### src/rtl/tlcr_pkg.sv
`timescale 1ns / 1ps
// ----------------------------------------------------------------------------
// tlcr_pkg: shared types and constants
// Fixed-point constants, register codes, controller states and the command
// and status words exchanged between controller and datapath.
// ----------------------------------------------------------------------------
package tlcr_pkg;

  localparam int PRICE_W  = 48;
  localparam int FEE_W    = 32;
  localparam int CHUNK_W  = 16;
  localparam int ACC_W    = 96;
  localparam int FEE_REGS = 3;
  localparam int DIV_STEPS = 48;
  localparam int CNT_W    = 6;

  localparam logic [PRICE_W-1:0] Q48_MAX      = '1;
  localparam logic [PRICE_W-1:0] ONE_Q32      = 48'h0001_0000_0000;
  localparam logic [FEE_W-1:0]   ONE_Q31      = 32'h8000_0000;
  // 2^64 shifted right by the 48 quotient bits, also the saturation bound
  localparam logic [PRICE_W-1:0] RCP_REM_INIT = 48'h0000_0001_0000;

  localparam logic [1:0] FEE_LAST_CHUNK = 2'd1;
  localparam logic [1:0] RUN_LAST_CHUNK = 2'd2;

  typedef enum logic [1:0] {
    CFG_LEG_IS_BUY = 2'd0,
    CFG_FEE0       = 2'd1,
    CFG_FEE1       = 2'd2,
    CFG_FEE2       = 2'd3
  } cfg_idx_t;

  typedef enum logic [3:0] {
    ST_IDLE,
    ST_DIV,
    ST_STORE,
    ST_FACT_LD,
    ST_FACT_MUL,
    ST_FACT_SAT,
    ST_RUN_LD,
    ST_RUN_MUL,
    ST_RUN_SAT,
    ST_OUT
  } state_t;

  typedef struct packed {
    logic       capture;
    logic       div_step;
    logic       store;
    logic       fact_ld;
    logic       run_ld;
    logic       mul_step;
    logic [1:0] chunk;
    logic       fact_sat;
    logic       run_sat;
    logic       out_load;
  } cmd_t;

  typedef struct packed {
    logic leg_last;
    logic out_free;
  } status_t;

  // floor(acc / 2^31) saturated to 48 bits
  function automatic logic [PRICE_W-1:0] sat_shr31(input logic [ACC_W-1:0] acc);
    logic [PRICE_W-1:0] r;
    if (|acc[ACC_W-1:79]) r = Q48_MAX;
    else r = acc[78:31];
    return r;
  endfunction

  // floor(acc / 2^32) saturated to 48 bits
  function automatic logic [PRICE_W-1:0] sat_shr32(input logic [ACC_W-1:0] acc);
    logic [PRICE_W-1:0] r;
    if (|acc[ACC_W-1:80]) r = Q48_MAX;
    else r = acc[79:32];
    return r;
  endfunction

endpackage

### src/rtl/tlcr_if.sv
`timescale 1ns / 1ps
// ----------------------------------------------------------------------------
// tlcr_if: channel interfaces
// Price update channel, result channel and register write channel, each
// with valid/ready and a source and sink modport.
// ----------------------------------------------------------------------------
interface tlcr_in_if;
  logic        valid;
  logic        ready;
  logic [1:0]  leg;
  logic [47:0] bid;
  logic [47:0] ask;
  modport source (output valid, output leg, output bid, output ask, input ready);
  modport sink (input valid, input leg, input bid, input ask, output ready);
endinterface

interface tlcr_out_if;
  logic        valid;
  logic        ready;
  logic [47:0] ratio;
  logic        all_priced;
  modport source (output valid, output ratio, output all_priced, input ready);
  modport sink (input valid, input ratio, input all_priced, output ready);
endinterface

interface tlcr_cfg_if;
  logic        valid;
  logic        ready;
  logic [1:0]  index;
  logic [31:0] data;
  modport source (output valid, output index, output data, input ready);
  modport sink (input valid, input index, input data, output ready);
endinterface

### src/rtl/tlcr_ctrl.sv
`timescale 1ns / 1ps
// ----------------------------------------------------------------------------
// tlcr_ctrl: sequencing controller
// Steps the datapath through the reciprocal divide, the per-leg fee and
// running-product multiplies and the result hand-off.
// ----------------------------------------------------------------------------
module tlcr_ctrl (
  input  logic              clk,
  input  logic              rst,
  input  logic              in_valid,
  output logic              in_ready,
  input  tlcr_pkg::status_t status,
  output tlcr_pkg::cmd_t    cmd
);

  tlcr_pkg::state_t             state, state_next;
  logic [tlcr_pkg::CNT_W-1:0]   div_cnt, div_cnt_next;
  logic [1:0]                   chunk_cnt, chunk_cnt_next;

  always_ff @(posedge clk) begin
    if (rst) begin
      state     <= tlcr_pkg::ST_IDLE;
      div_cnt   <= '0;
      chunk_cnt <= '0;
    end else begin
      state     <= state_next;
      div_cnt   <= div_cnt_next;
      chunk_cnt <= chunk_cnt_next;
    end
  end

  always_comb begin
    state_next     = state;
    div_cnt_next   = div_cnt;
    chunk_cnt_next = chunk_cnt;
    cmd            = '0;
    cmd.chunk      = chunk_cnt;
    in_ready       = 1'b0;
    unique case (state)
      tlcr_pkg::ST_IDLE: begin
        in_ready = 1'b1;
        if (in_valid) begin
          cmd.capture  = 1'b1;
          div_cnt_next = '0;
          state_next   = tlcr_pkg::ST_DIV;
        end
      end
      tlcr_pkg::ST_DIV: begin
        cmd.div_step = 1'b1;
        if (div_cnt == tlcr_pkg::CNT_W'(tlcr_pkg::DIV_STEPS - 1)) begin
          state_next = tlcr_pkg::ST_STORE;
        end else begin
          div_cnt_next = div_cnt + tlcr_pkg::CNT_W'(1);
        end
      end
      tlcr_pkg::ST_STORE: begin
        cmd.store  = 1'b1;
        state_next = tlcr_pkg::ST_FACT_LD;
      end
      tlcr_pkg::ST_FACT_LD: begin
        cmd.fact_ld    = 1'b1;
        chunk_cnt_next = tlcr_pkg::FEE_LAST_CHUNK;
        state_next     = tlcr_pkg::ST_FACT_MUL;
      end
      tlcr_pkg::ST_FACT_MUL: begin
        cmd.mul_step = 1'b1;
        if (chunk_cnt == 2'd0) state_next = tlcr_pkg::ST_FACT_SAT;
        else chunk_cnt_next = chunk_cnt - 2'd1;
      end
      tlcr_pkg::ST_FACT_SAT: begin
        cmd.fact_sat = 1'b1;
        state_next   = tlcr_pkg::ST_RUN_LD;
      end
      tlcr_pkg::ST_RUN_LD: begin
        cmd.run_ld     = 1'b1;
        chunk_cnt_next = tlcr_pkg::RUN_LAST_CHUNK;
        state_next     = tlcr_pkg::ST_RUN_MUL;
      end
      tlcr_pkg::ST_RUN_MUL: begin
        cmd.mul_step = 1'b1;
        if (chunk_cnt == 2'd0) state_next = tlcr_pkg::ST_RUN_SAT;
        else chunk_cnt_next = chunk_cnt - 2'd1;
      end
      tlcr_pkg::ST_RUN_SAT: begin
        cmd.run_sat = 1'b1;
        if (status.leg_last) state_next = tlcr_pkg::ST_OUT;
        else state_next = tlcr_pkg::ST_FACT_LD;
      end
      tlcr_pkg::ST_OUT: begin
        // wait until the result register can take a new word
        if (status.out_free) begin
          cmd.out_load = 1'b1;
          state_next   = tlcr_pkg::ST_IDLE;
        end
      end
      default: state_next = tlcr_pkg::ST_IDLE;
    endcase
  end

endmodule

### src/rtl/tlcr_dp.sv
`timescale 1ns / 1ps
// ----------------------------------------------------------------------------
// tlcr_dp: cycle ratio datapath
// Leg price store, restoring reciprocal divider, shared 48x16 multiply-
// accumulate with saturation, config registers and result register.
// ----------------------------------------------------------------------------
module tlcr_dp #(
  parameter int NUM_LEGS = 3
) (
  input  logic              clk,
  input  logic              rst,
  input  tlcr_pkg::cmd_t    cmd,
  output tlcr_pkg::status_t status,
  input  logic [1:0]        in_leg,
  input  logic [47:0]       in_bid,
  input  logic [47:0]       in_ask,
  input  logic              cfg_we,
  input  logic [1:0]        cfg_index,
  input  logic [31:0]       cfg_data,
  output logic              out_valid,
  input  logic              out_ready,
  output logic [47:0]       out_ratio,
  output logic              out_all_priced
);

  localparam int LEG_W = $clog2(NUM_LEGS);
  localparam int PW    = tlcr_pkg::PRICE_W;

  logic [1:0]               leg_q;
  logic [PW-1:0]            bid_q, ask_q, rem, quo;
  logic [PW-1:0]            bid_arr [NUM_LEGS];
  logic [PW-1:0]            rcp_arr [NUM_LEGS];
  logic [tlcr_pkg::FEE_W-1:0] fee [NUM_LEGS];
  logic [2:0]               leg_is_buy;
  logic [LEG_W-1:0]         leg_cnt;
  logic [PW-1:0]            running, factor, mul_a, mul_b;
  logic [tlcr_pkg::ACC_W-1:0] acc;
  logic                     priced;

  logic [PW:0]              rem_sh;
  logic                     rem_ge;
  logic [PW-1:0]            rcp_val, sel_mult;
  logic [NUM_LEGS-1:0]      buy_vec;
  logic [tlcr_pkg::CHUNK_W-1:0] chunk_sel;
  logic [63:0]              pprod;

  assign rem_sh = {rem, 1'b0};
  assign rem_ge = rem_sh >= {1'b0, ask_q};

  always_comb begin
    if (ask_q == '0) rcp_val = '0;
    else if (ask_q <= tlcr_pkg::RCP_REM_INIT) rcp_val = tlcr_pkg::Q48_MAX;
    else rcp_val = quo;
  end

  // legs past the register set are sell legs
  assign buy_vec  = NUM_LEGS'(leg_is_buy);
  assign sel_mult = buy_vec[leg_cnt] ? rcp_arr[leg_cnt] : bid_arr[leg_cnt];

  always_comb begin
    case (cmd.chunk)
      2'd0:    chunk_sel = mul_b[15:0];
      2'd1:    chunk_sel = mul_b[31:16];
      2'd2:    chunk_sel = mul_b[47:32];
      default: chunk_sel = '0;
    endcase
  end

  assign pprod = {16'b0, mul_a} * {48'b0, chunk_sel};

  assign status.leg_last = (int'(leg_cnt) == NUM_LEGS - 1);
  assign status.out_free = !out_valid || out_ready;

  // divider, multiply-accumulate and per-item working registers
  always_ff @(posedge clk) begin
    if (cmd.capture) begin
      leg_q <= in_leg;
      bid_q <= in_bid;
      ask_q <= in_ask;
      rem   <= tlcr_pkg::RCP_REM_INIT;
      quo   <= '0;
    end
    if (cmd.div_step) begin
      rem <= rem_ge ? PW'(rem_sh - {1'b0, ask_q}) : rem_sh[PW-1:0];
      quo <= {quo[PW-2:0], rem_ge};
    end
    if (cmd.store) begin
      running <= tlcr_pkg::ONE_Q32;
    end
    if (cmd.fact_ld) begin
      mul_a <= sel_mult;
      mul_b <= {16'b0, fee[leg_cnt]};
      acc   <= '0;
    end
    if (cmd.run_ld) begin
      mul_a <= running;
      mul_b <= factor;
      acc   <= '0;
    end
    if (cmd.mul_step) begin
      acc <= {acc[tlcr_pkg::ACC_W-17:0], 16'b0} + {32'b0, pprod};
    end
    if (cmd.fact_sat) begin
      factor <= tlcr_pkg::sat_shr31(acc);
    end
    if (cmd.run_sat) begin
      running <= tlcr_pkg::sat_shr32(acc);
    end
    if (cmd.out_load) begin
      out_ratio      <= priced ? running : '0;
      out_all_priced <= priced;
    end
  end

  always_ff @(posedge clk) begin
    if (rst) begin
      leg_cnt <= '0;
      priced  <= 1'b0;
    end else if (cmd.store) begin
      leg_cnt <= '0;
      priced  <= 1'b1;
    end else begin
      if (cmd.fact_ld && sel_mult == '0) priced <= 1'b0;
      if (cmd.run_sat && !status.leg_last) leg_cnt <= leg_cnt + LEG_W'(1);
    end
  end

  // leg store and config registers
  always_ff @(posedge clk) begin
    if (rst) begin
      leg_is_buy <= '0;
      for (int i = 0; i < NUM_LEGS; i++) begin
        bid_arr[i] <= '0;
        rcp_arr[i] <= '0;
        fee[i]     <= tlcr_pkg::ONE_Q31;
      end
    end else begin
      for (int i = 0; i < NUM_LEGS; i++) begin
        if (cmd.store && int'(leg_q) == i) begin
          bid_arr[i] <= bid_q;
          rcp_arr[i] <= rcp_val;
        end
        if (cfg_we && i < tlcr_pkg::FEE_REGS &&
            cfg_index == 2'(int'(tlcr_pkg::CFG_FEE0) + i)) begin
          fee[i] <= cfg_data;
        end
      end
      if (cfg_we && cfg_index == tlcr_pkg::CFG_LEG_IS_BUY) begin
        leg_is_buy <= cfg_data[2:0];
      end
    end
  end

  always_ff @(posedge clk) begin
    if (rst) begin
      out_valid <= 1'b0;
    end else if (cmd.out_load) begin
      out_valid <= 1'b1;
    end else if (out_ready) begin
      out_valid <= 1'b0;
    end
  end

endmodule

### src/rtl/three_leg_cycle_ratio_top.sv
`timescale 1ns / 1ps
// ----------------------------------------------------------------------------
// three_leg_cycle_ratio_top: fee-adjusted triangular cycle ratio
// Stores per-leg bid and 1/ask, returns the product of fee-weighted legs.
// ----------------------------------------------------------------------------
// an accepted update runs the 48-step reciprocal divider, then per leg the fee
//   and running-product multiplies on the shared 48x16 multiplier; a new update
//   is accepted only after the result is loaded, which waits while out is stalled
// reset: synchronous; clears stored legs to zero, fees to 1.0, all legs to sell
// config writes are always ready and take effect at the next edge
module three_leg_cycle_ratio_top #(
  parameter int NUM_LEGS = 3
) (
  input logic        clk,
  input logic        rst,
  tlcr_in_if.sink    in,
  tlcr_out_if.source out,
  tlcr_cfg_if.sink   cfg
);

  tlcr_pkg::cmd_t    cmd;
  tlcr_pkg::status_t status;

  assign cfg.ready = 1'b1;

  tlcr_ctrl u_ctrl (
    .clk      (clk),
    .rst      (rst),
    .in_valid (in.valid),
    .in_ready (in.ready),
    .status   (status),
    .cmd      (cmd)
  );

  tlcr_dp #(
    .NUM_LEGS (NUM_LEGS)
  ) u_dp (
    .clk            (clk),
    .rst            (rst),
    .cmd            (cmd),
    .status         (status),
    .in_leg         (in.leg),
    .in_bid         (in.bid),
    .in_ask         (in.ask),
    .cfg_we         (cfg.valid),
    .cfg_index      (cfg.index),
    .cfg_data       (cfg.data),
    .out_valid      (out.valid),
    .out_ready      (out.ready),
    .out_ratio      (out.ratio),
    .out_all_priced (out.all_priced)
  );

endmodule

### src/flat_wrapper.sv
// flat-port wrapper written by rule: the top's interface ports become plain ports
module three_leg_cycle_ratio_top_flat 
#(
  parameter int NUM_LEGS = 3
)
  (clk, rst, in_valid, in_leg, in_bid, in_ask, in_ready, out_valid, out_ratio, out_all_priced, out_ready, cfg_valid, cfg_index, cfg_data, cfg_ready);
  tlcr_in_if in_i ();
  tlcr_out_if out_i ();
  tlcr_cfg_if cfg_i ();
  input logic clk;
  input logic rst;
  input wire logic [$bits(in_i.valid)-1:0] in_valid;
  input wire logic [$bits(in_i.leg)-1:0] in_leg;
  input wire logic [$bits(in_i.bid)-1:0] in_bid;
  input wire logic [$bits(in_i.ask)-1:0] in_ask;
  output wire logic [$bits(in_i.ready)-1:0] in_ready;
  output wire logic [$bits(out_i.valid)-1:0] out_valid;
  output wire logic [$bits(out_i.ratio)-1:0] out_ratio;
  output wire logic [$bits(out_i.all_priced)-1:0] out_all_priced;
  input wire logic [$bits(out_i.ready)-1:0] out_ready;
  input wire logic [$bits(cfg_i.valid)-1:0] cfg_valid;
  input wire logic [$bits(cfg_i.index)-1:0] cfg_index;
  input wire logic [$bits(cfg_i.data)-1:0] cfg_data;
  output wire logic [$bits(cfg_i.ready)-1:0] cfg_ready;
  assign in_i.valid = in_valid;
  assign in_i.leg = in_leg;
  assign in_i.bid = in_bid;
  assign in_i.ask = in_ask;
  assign in_ready = in_i.ready;
  assign out_valid = out_i.valid;
  assign out_ratio = out_i.ratio;
  assign out_all_priced = out_i.all_priced;
  assign out_i.ready = out_ready;
  assign cfg_i.valid = cfg_valid;
  assign cfg_i.index = cfg_index;
  assign cfg_i.data = cfg_data;
  assign cfg_ready = cfg_i.ready;
  three_leg_cycle_ratio_top #(.NUM_LEGS(NUM_LEGS)) u_core (.clk(clk), .rst(rst), .in(in_i), .out(out_i), .cfg(cfg_i));
endmodule
### config.mk
export PLATFORM = sky130hd
export DESIGN_NAME = three_leg_cycle_ratio_top_flat
export DESIGN_NICKNAME = d
export VERILOG_FILES = /design/src/rtl/tlcr_pkg.sv /design/src/rtl/tlcr_if.sv /design/src/rtl/tlcr_ctrl.sv /design/src/rtl/tlcr_dp.sv /design/src/rtl/three_leg_cycle_ratio_top.sv /design/src/flat_wrapper.sv
export SDC_FILE = /design/constraint.sdc
export NUM_CORES = 2
export LEC_CHECK = 0
export BUFFER_PORTS_ARGS = -buffer_cell sky130_fd_sc_hd__buf_2
export CORE_ASPECT_RATIO = 1.1
export CORE_MARGIN = 4
export CORE_UTILIZATION = 65
export DETAILED_ROUTE_END_ITERATION = 10
export GPL_ROUTABILITY_DRIVEN = 0
export MAX_ROUTING_LAYER = met4
export PLACE_DENSITY = 0.81
export REMOVE_ABC_BUFFERS = 1
export SYNTH_ARGS = -nofsm -noshare
export SYNTH_HDL_FRONTEND = slang
export SYNTH_SLANG_ARGS = --single-unit
### constraint.sdc
create_clock -name clk -period 16.2 [get_ports clk]
set_clock_uncertainty 0.2 [all_clocks]
set_input_delay 3.24 -clock clk [delete_from_list [all_inputs] [get_ports clk]]
set_output_delay 3.24 -clock clk [all_outputs]
set_load 0.01 [all_outputs]
==> impl_metrics.env <==
export IMPL_outcome="finished, final reports clean"
export IMPL_cts_root_buffer_cell="sky130_fd_sc_hd__clkbuf_16"
export IMPL_cts_htree_levels=3
export IMPL_timing_critical_path_required_ps=16540
export IMPL_synth_cell_area_um2=66100
export IMPL_grt_first_pass_wirelength_mm=275
export IMPL_synth_edff_count=915
export IMPL_core_area_um2=101000
export IMPL_floorplan_initialDensity_pct=65.6
export IMPL_tns_ps=0
export IMPL_gr_usage_all_layers_pct=34.4
export IMPL_detailroute_via_count=47600
export IMPL_achievable_frequency_mhz=106
export IMPL_cp_end_kind="flop"
export IMPL_cts_hold_repair_buffers=0
export IMPL_firstDrtPassIters=7
export IMPL_yosys_warnings=0
export IMPL_die_area_um2=107000
export IMPL_floorplan_die_height_um=342
export IMPL_final_min_period_over_clock_period_pct=58.5
export IMPL_post_cts_resize_count=0
export IMPL_top_level_ports=189
export IMPL_max_slew_margin_rel_pct=18.2
export IMPL_worst_hold_path_type="reg2reg"
export IMPL_number_of_vias_per_cell_after_detailed_routing=6.19
export IMPL_initialDrtViolationCount=5735
export IMPL_synth_sequential_area_ratio_pct=42.2
export IMPL_areaGrowthSynthToFinish_pct=7.53
export IMPL_drt_antenna_violating_nets=0
export IMPL_timing_final_crit_period_ps=9470
export IMPL_clock_sink_total=936
export IMPL_via_count_of_the_first_global_routing_pass=50100
export IMPL_drv_slew=0
export IMPL_grt_antenna_before_repair=4
export IMPL_netlist_instances=6324
export IMPL_netlist_cell_types=78
export IMPL_numCtsBuffers=91
export IMPL_grt_overflow_total=0
export IMPL_worst_slew_pin_transition_ps=1220
export IMPL_crit_path_max_fanout=35
export IMPL_unrepaired_setup_endpoints_after_global_routing="false"
export IMPL_place_area_um2=68000
export IMPL_portBuffers=187
export IMPL_post_synthesis_async_set_or_reset_flop_share_pct=0
export IMPL_ys_ff_latch=936
export IMPL_cts_path_max_buffers=3
export IMPL_cp_arrival_ps=9810
export IMPL_avgSynthCellArea_um2=10.4
export IMPL_cts_clk_slew_worst_paths_ps=60
export IMPL_wl_per_cell_um=22.7
export IMPL_clock_tree_from_tritoncts="done"
export IMPL_clkLatencyLatePin_ps=700
export IMPL_maxCapViolations=0
export IMPL_finalSetupViolCount=0
export IMPL_synth_main_ff_cell="sky130_fd_sc_hd__edfxtp_1"
export IMPL_chipWidth_um=312
export IMPL_postCtsSetupBuffers=0
export IMPL_grt_max_degree=125
export IMPL_drive_above_1_share_pct=7.24
export IMPL_post_route_drc_count=0
export IMPL_critical_path_startpoint_type="flop"
export IMPL_fin_nets=7355
export IMPL_hpwl_mm=122
export IMPL_critical_path_class="reg2reg"
export IMPL_totalWireLength_mm=175
export IMPL_finalHoldViolations=0
export IMPL_design_area_um2=71000
export IMPL_num_rows=122
cells in the final DEF (no fill, tap or decap), drive strengths merged, types with 23 or more instances in the layout:
cell type  instances
inv             1003
o21ai            170
a21o              61
fa               691
nand4             64
nand2           1055
or3               57
mux2i             38
clkbuf           112
nor2             323
a21oi            217
a211oi            24
o21bai            23
and3              82
ha               206
o21a              60
edfxtp           915
nor3              37
xnor2             63
clkinv            39
buf              244
and2             397
xor2              60
nand3            224
path summary, 6_finish.rpt:
kind	from	to	slack (ps)	depth (start not counted)
max	u_core.u_ctrl.chunk_cnt[0]	u_core.u_dp.acc[76]	6730	26
min	u_core.u_dp.buy_vec[1]	u_core.u_dp.buy_vec[1]	320	2
max reg2reg	u_core.u_ctrl.chunk_cnt[0]	u_core.u_dp.acc[76]	6730	26
min reg2reg	u_core.u_dp.buy_vec[1]	u_core.u_dp.buy_vec[1]	320	2
per-stage QoR:
step | worst slack [ps] | hold slack [ps] | utilization [%] | instances
after floorplan | 7410 | 260 | - | 5984
after global placement | 7260 | 285 | 67.5 | 7530
after detailed placement | 6970 | 291 | 67.5 | 7530
after CTS | 6890 | 319 | 70.5 | 7701
after global routing | 6370 | 346 | 70.5 | 7702
final | 6730 | 316 | 70.5 | 7702
metal layers:
layer	up-vias	track usage, %	wire length (µm)
li1	20500	-	-
met5	-	-	0
met4	0	19.2	11800
met1	23400	41.8	61400
met3	810	7.92	19600
met2	2924	53.8	82400
cell usage after synthesis, types with 56 or more instances:
master / number / area, µm²
sky130_fd_sc_hd__a21o_1: 61 / 458
sky130_fd_sc_hd__ha_1: 206 / 2580
sky130_fd_sc_hd__and3_1: 82 / 513
sky130_fd_sc_hd__o21a_1: 60 / 450
sky130_fd_sc_hd__nand4_1: 64 / 400
sky130_fd_sc_hd__or3_1: 56 / 350
sky130_fd_sc_hd__a21oi_1: 215 / 1080
sky130_fd_sc_hd__clkbuf_1: 292 / 1100
sky130_fd_sc_hd__xor2_1: 60 / 526
sky130_fd_sc_hd__xnor2_1: 63 / 552
sky130_fd_sc_hd__and2_1: 397 / 2480
sky130_fd_sc_hd__nor2_1: 323 / 1210
sky130_fd_sc_hd__nand2_1: 1054 / 3960
sky130_fd_sc_hd__edfxtp_1: 915 / 27500
sky130_fd_sc_hd__inv_1: 998 / 3750
sky130_fd_sc_hd__fa_1: 691 / 13800
sky130_fd_sc_hd__o21ai_0: 164 / 821
sky130_fd_sc_hd__nand3_1: 224 / 1120
worst max-delay path, stage by stage, from the launching register on:
cell	delay, ps
sky130_fd_sc_hd__dfxtp_1	350
sky130_fd_sc_hd__inv_1	130
sky130_fd_sc_hd__ha_1	670
sky130_fd_sc_hd__a222oi_1	240
sky130_fd_sc_hd__nor2_4	500
sky130_fd_sc_hd__buf_4	520
sky130_fd_sc_hd__nand2_1	160
sky130_fd_sc_hd__fa_1	550
sky130_fd_sc_hd__fa_1	510
sky130_fd_sc_hd__fa_1	510
sky130_fd_sc_hd__inv_1	50
sky130_fd_sc_hd__fa_1	520
sky130_fd_sc_hd__fa_1	520
sky130_fd_sc_hd__inv_1	70
sky130_fd_sc_hd__fa_1	530
sky130_fd_sc_hd__inv_1	40
sky130_fd_sc_hd__ha_1	410
sky130_fd_sc_hd__nand4_1	220
sky130_fd_sc_hd__or3_1	350
sky130_fd_sc_hd__o211ai_1	280
sky130_fd_sc_hd__nor3_1	130
sky130_fd_sc_hd__a21oi_2	300
sky130_fd_sc_hd__a21oi_1	270
sky130_fd_sc_hd__o21ai_2	470
sky130_fd_sc_hd__nand2_2	180
sky130_fd_sc_hd__or4_1	490
sky130_fd_sc_hd__nand2_1	80
logic make-up after synthesis:
logic type      count (synthesis)  share of synthesized area, %
fa+ha+maj                     897                          24.8
simple gates                 2319                          16.3
mux                            46                         0.848
other cells                     1                       0.00568
flops                         936                          42.2
xor+xnor                      123                          1.63
compound gates                664                          6.42
buf+inv                      1338                          7.72
sequential cells by signal (all words and copies together) (netlist names), 96 cells and up, named ones only:
register and flops:
u_core.u_dp.acc 96, u_core.u_dp.bid_arr 144, u_core.u_dp.fee 96, u_core.u_dp.rcp_arr 144
final cells by class:
| class | count | area [µm²] |
|---|---|---|
| Fill cell | 6979 | 29700 |
| Sequential cell | 936 | 27900 |
| Antenna cell | 1 | 2.50 |
| Tap cell | 1302 | 1630 |
| Clock inverter | 59 | 651 |
| Timing Repair Buffer | 244 | 1360 |
| Clock buffer | 112 | 2380 |
| Inverter | 998 | 3750 |
| Multi-Input combinational cell | 4050 | 33400 |
Power is not shown: default switching activity piles up to over one toggle a cycle in this logic, so the estimate is an artifact.
